==> src/design/bma_pkg.sv <==
package bma_pkg;

	localparam int unsigned NUM_PAGES_DEF = 8;
	localparam int unsigned PAGE_BITS_DEF = 64;

	// buckets handled by the shared run unit per cycle
	localparam int unsigned CHUNK     = 8;
	localparam int unsigned CHUNK_LOG = 3;

	// internal bucket index / count width, covers the largest arena (64 x 64)
	localparam int unsigned IW = 13;

	localparam int unsigned REQ_W  = 2;
	localparam int unsigned WID_W  = 10;
	localparam int unsigned IDX_W  = 9;
	localparam int unsigned STAT_W = 2;

	localparam int unsigned CFG_AW = 3;
	localparam int unsigned CFG_DW = 32;

	localparam logic [REQ_W-1:0] REQ_ALLOC = 2'd0;
	localparam logic [REQ_W-1:0] REQ_MARK  = 2'd1;
	localparam logic [REQ_W-1:0] REQ_SWEEP = 2'd2;
	localparam logic [REQ_W-1:0] REQ_QUERY = 2'd3;

	localparam logic [STAT_W-1:0] STAT_DONE  = 2'd0;
	localparam logic [STAT_W-1:0] STAT_NOFIT = 2'd1;
	localparam logic [STAT_W-1:0] STAT_SKIP  = 2'd2;

	localparam logic [CFG_AW-1:0] ADDR_FIT_MODE = 3'd0;

	typedef struct packed {
		logic [IW-1:0] run;
		logic [IW-1:0] run_at;
		logic          have;
		logic [IW-1:0] best_len;
		logic [IW-1:0] best_at;
		logic          found;
		logic [IW-1:0] found_at;
	} run_state_t;

endpackage

==> src/design/bma_run_unit.sv <==
module bma_run_unit import bma_pkg::*; (
	input  logic             mode,
	input  logic [IW-1:0]    width,
	input  logic [IW-1:0]    base,
	input  logic [CHUNK-1:0] busy,
	input  run_state_t       cur,
	output run_state_t       nxt
);
	run_state_t s;

	// Track the free run across one chunk; first fit freezes once found.
	always_comb begin
		s = cur;
		for (int j = 0; j < CHUNK; j++) begin
			if (!s.found) begin
				if (!busy[j]) begin
					if (s.run == '0) begin
						s.run_at = base + IW'(j);
					end
					s.run = s.run + 1'b1;
					if (!mode && s.run == width) begin
						s.found    = 1'b1;
						s.found_at = s.run_at;
					end
				end else begin
					if (mode && s.run >= width && (!s.have || s.run < s.best_len)) begin
						s.have     = 1'b1;
						s.best_len = s.run;
						s.best_at  = s.run_at;
					end
					s.run = '0;
				end
			end
		end
		nxt = s;
	end
endmodule

==> config.mk <==
export PLATFORM = sky130hd
export DESIGN_NAME = bma_run_unit
export DESIGN_NICKNAME = d
export VERILOG_FILES = /design/src/design/bma_pkg.sv /design/src/design/bma_run_unit.sv
export SDC_FILE = /design/constraint.sdc
export NUM_CORES = 1
export LEC_CHECK = 0
export BUFFER_PORTS_ARGS = -buffer_cell sky130_fd_sc_hd__buf_2
export CORE_AREA = 5 5 204 285
export DETAILED_ROUTE_END_ITERATION = 12
export DIE_AREA = 0 0 209 290
export PLACE_DENSITY = 0.5
export SLEW_MARGIN = 15
export SYNTH_ARGS = -nofsm -noshare
export SYNTH_HDL_FRONTEND = slang
export SYNTH_SLANG_ARGS = --single-unit
export TNS_END_PERCENT = 50
==> constraint.sdc <==
create_clock -name vclk -period 52.8
set_input_delay 5.28 -clock vclk [all_inputs]
set_output_delay 5.28 -clock vclk [all_outputs]
set_load 0.05 [all_outputs]
==> flow_metrics.env <==
export IMPL_outcome="finished, final reports clean"
export IMPL_first_pass_iters=6
export IMPL_grt_overflow=0
export IMPL_crit_fanout=38
export IMPL_post_cts_resized=0
export IMPL_rows=102
export IMPL_final_cell_mix="nor2_1, a21oi_1, nand2_1"
export IMPL_initial_utilization=0.366
export IMPL_die_area_mm2=0.0606
export IMPL_synth_fp_nets=3322
export IMPL_netlist_instances=2995
export IMPL_nNetsFinal=3349
export IMPL_syn_avg_cell_area_um2=6.73
export IMPL_via_per_inst=6.49
export IMPL_synth_top_area_frac=0.140
export IMPL_setup_viol=0
export IMPL_yosys_warnings=0
export IMPL_grt_pass1_vias=23600
export IMPL_hold_buffers=0
export IMPL_post_cts_buffers=0
export IMPL_max_slew_margin=0.273
export IMPL_regArea_um2=0
export IMPL_finalCritPeriodShare=0.628
export IMPL_timing_setup_tns_ns=0
export IMPL_grt_pass1_wl_um=148000
export IMPL_grt_start_max_net_pins=39
export IMPL_drt_iter0_markers=2004
export IMPL_clkbuf_count=0
export IMPL_multiInputGateArea_mm2=0.0188
export IMPL_synthTopCellsByArea="ha_1, mux2i_1, a21oi_1"
export IMPL_io_buffers=169
export IMPL_wire_per_inst_um=26.6
export IMPL_cpMostUsedCell="a21oi_1"
export IMPL_setup_worst_path_start_class="primary input"
export IMPL_hold_violations=0
export IMPL_sequential_cell_total=0
export IMPL_drv_slew=0
export IMPL_die_x_um=209
export IMPL_hold_class="primary input to primary output"
export IMPL_area_growth_syn_to_layout_pct=6.76
export IMPL_crit_required_ns=47.52
export IMPL_syn_area_mm2=0.0202
export IMPL_antenna_found_initial=3
export IMPL_critical_path_slowest_cell="nand2_1"
export IMPL_layout_commonest_cell="nor2_1"
export IMPL_place_congestion=0.982
export IMPL_dp_hpwl_um=78200
export IMPL_crit_arrival_ns=27.88
export IMPL_groute_usage_overall=0.307
export IMPL_end_kind="primary output"
export IMPL_synth_cell_type_count=126
export IMPL_yosys_area_top_type="ha_1"
export IMPL_fp_coreArea_mm2=0.0551
export IMPL_max_freq_mhz=30.2
export IMPL_drcViolationCount=0
export IMPL_ant_nets=0
export IMPL_path_class="primary input to primary output"
export IMPL_drive_gt1_frac=0.142
export IMPL_num_fill_cells=6030
export IMPL_maxCapViolations=0
export IMPL_drt_wl_total_um=99900
export IMPL_grt_setup_unrepaired="no"
export IMPL_period_needed_ns=33.16
export IMPL_fp_dieH_um=290
export IMPL_synth_seq_area_share=0
export IMPL_vias=24300
export IMPL_ioPinCount=169
export IMPL_worstMarginPinSlew_ns=1.08
export IMPL_cpPeakStageDelay_ns=0.71
Yosys cell counts (all sizes together), types with 76 or more instances:
master  number
a211oi      76
nand4       86
nor2       316
xnor2      128
clkbuf     132
o21ai      179
a21oi      266
nor3       106
ha         225
nand3       91
inv        135
nand2      229
mux2        81
mux2i      168
path summary, 6_finish.rpt:
check  startpoint      end  slack [ns]  cells after the start
min       busy[7]  nxt[60]       11.16                      3
max       cur[54]  nxt[27]       19.64                    107
critical path: cells and delay by family:
kind / cells / cell delay (ns)
buffers and inverters: 8 / 2.56
adders and majority gates: 8 / 2.73
and+or+nand+nor: 36 / 5.95
AOI/OAI and AO/OA: 50 / 9.27
muxes: 5 / 1.99
stage by stage:
step / setup slack, ns / cells / util / hold slack (ns) / instance area, um2
final: 19.64 / 3749 / 0.390 / 11.16 / 21500
after global routing: 17.79 / 3748 / 0.390 / 11.20 / 21500
after CTS: 19.88 / 3748 / 0.390 / 11.16 / 21500
after detailed placement: 19.93 / 3748 / 0.390 / 11.16 / 21500
after global placement: 20.41 / 3748 / 0.390 / 11.16 / 21500
after floorplan: 22.34 / 2995 / - / 10.89 / 20200
layout make-up:
| cell class | count | share of cell area |
|---|---|---|
| Antenna cell | 1 | 0.000116 |
| Multi-Input combinational cell | 2647 | 0.873 |
| Timing Repair Buffer | 225 | 0.0588 |
| Tap cell | 728 | 0.0423 |
| Inverter | 148 | 0.0260 |
cell families (layout without fill, tap and decap cells):
kind of cell               count (synthesis)  in the layout  synth area share
AOI/OAI and AO/OA                        880            880             0.295
xor gates and xnor gates                 174            174            0.0790
adders and majority gates                225            225             0.140
buffers and inverters                    348            373            0.0724
muxes                                    249            249             0.129
other                                      0              1                 0
and+or+nand+nor                         1119           1119             0.285
routing by layer:
layer / vias up / part of all wire / routed length [um] / global-route usage
met5: - / 0.00012 / 12 / 0
met1: 11600 / 0.38 / 38200 / 0.359
met4: 2 / 0.066 / 6570 / 0.150
met2: 1182 / 0.49 / 48900 / 0.556
li1: 11200 / - / - / -
met3: 341 / 0.062 / 6200 / 0.0304
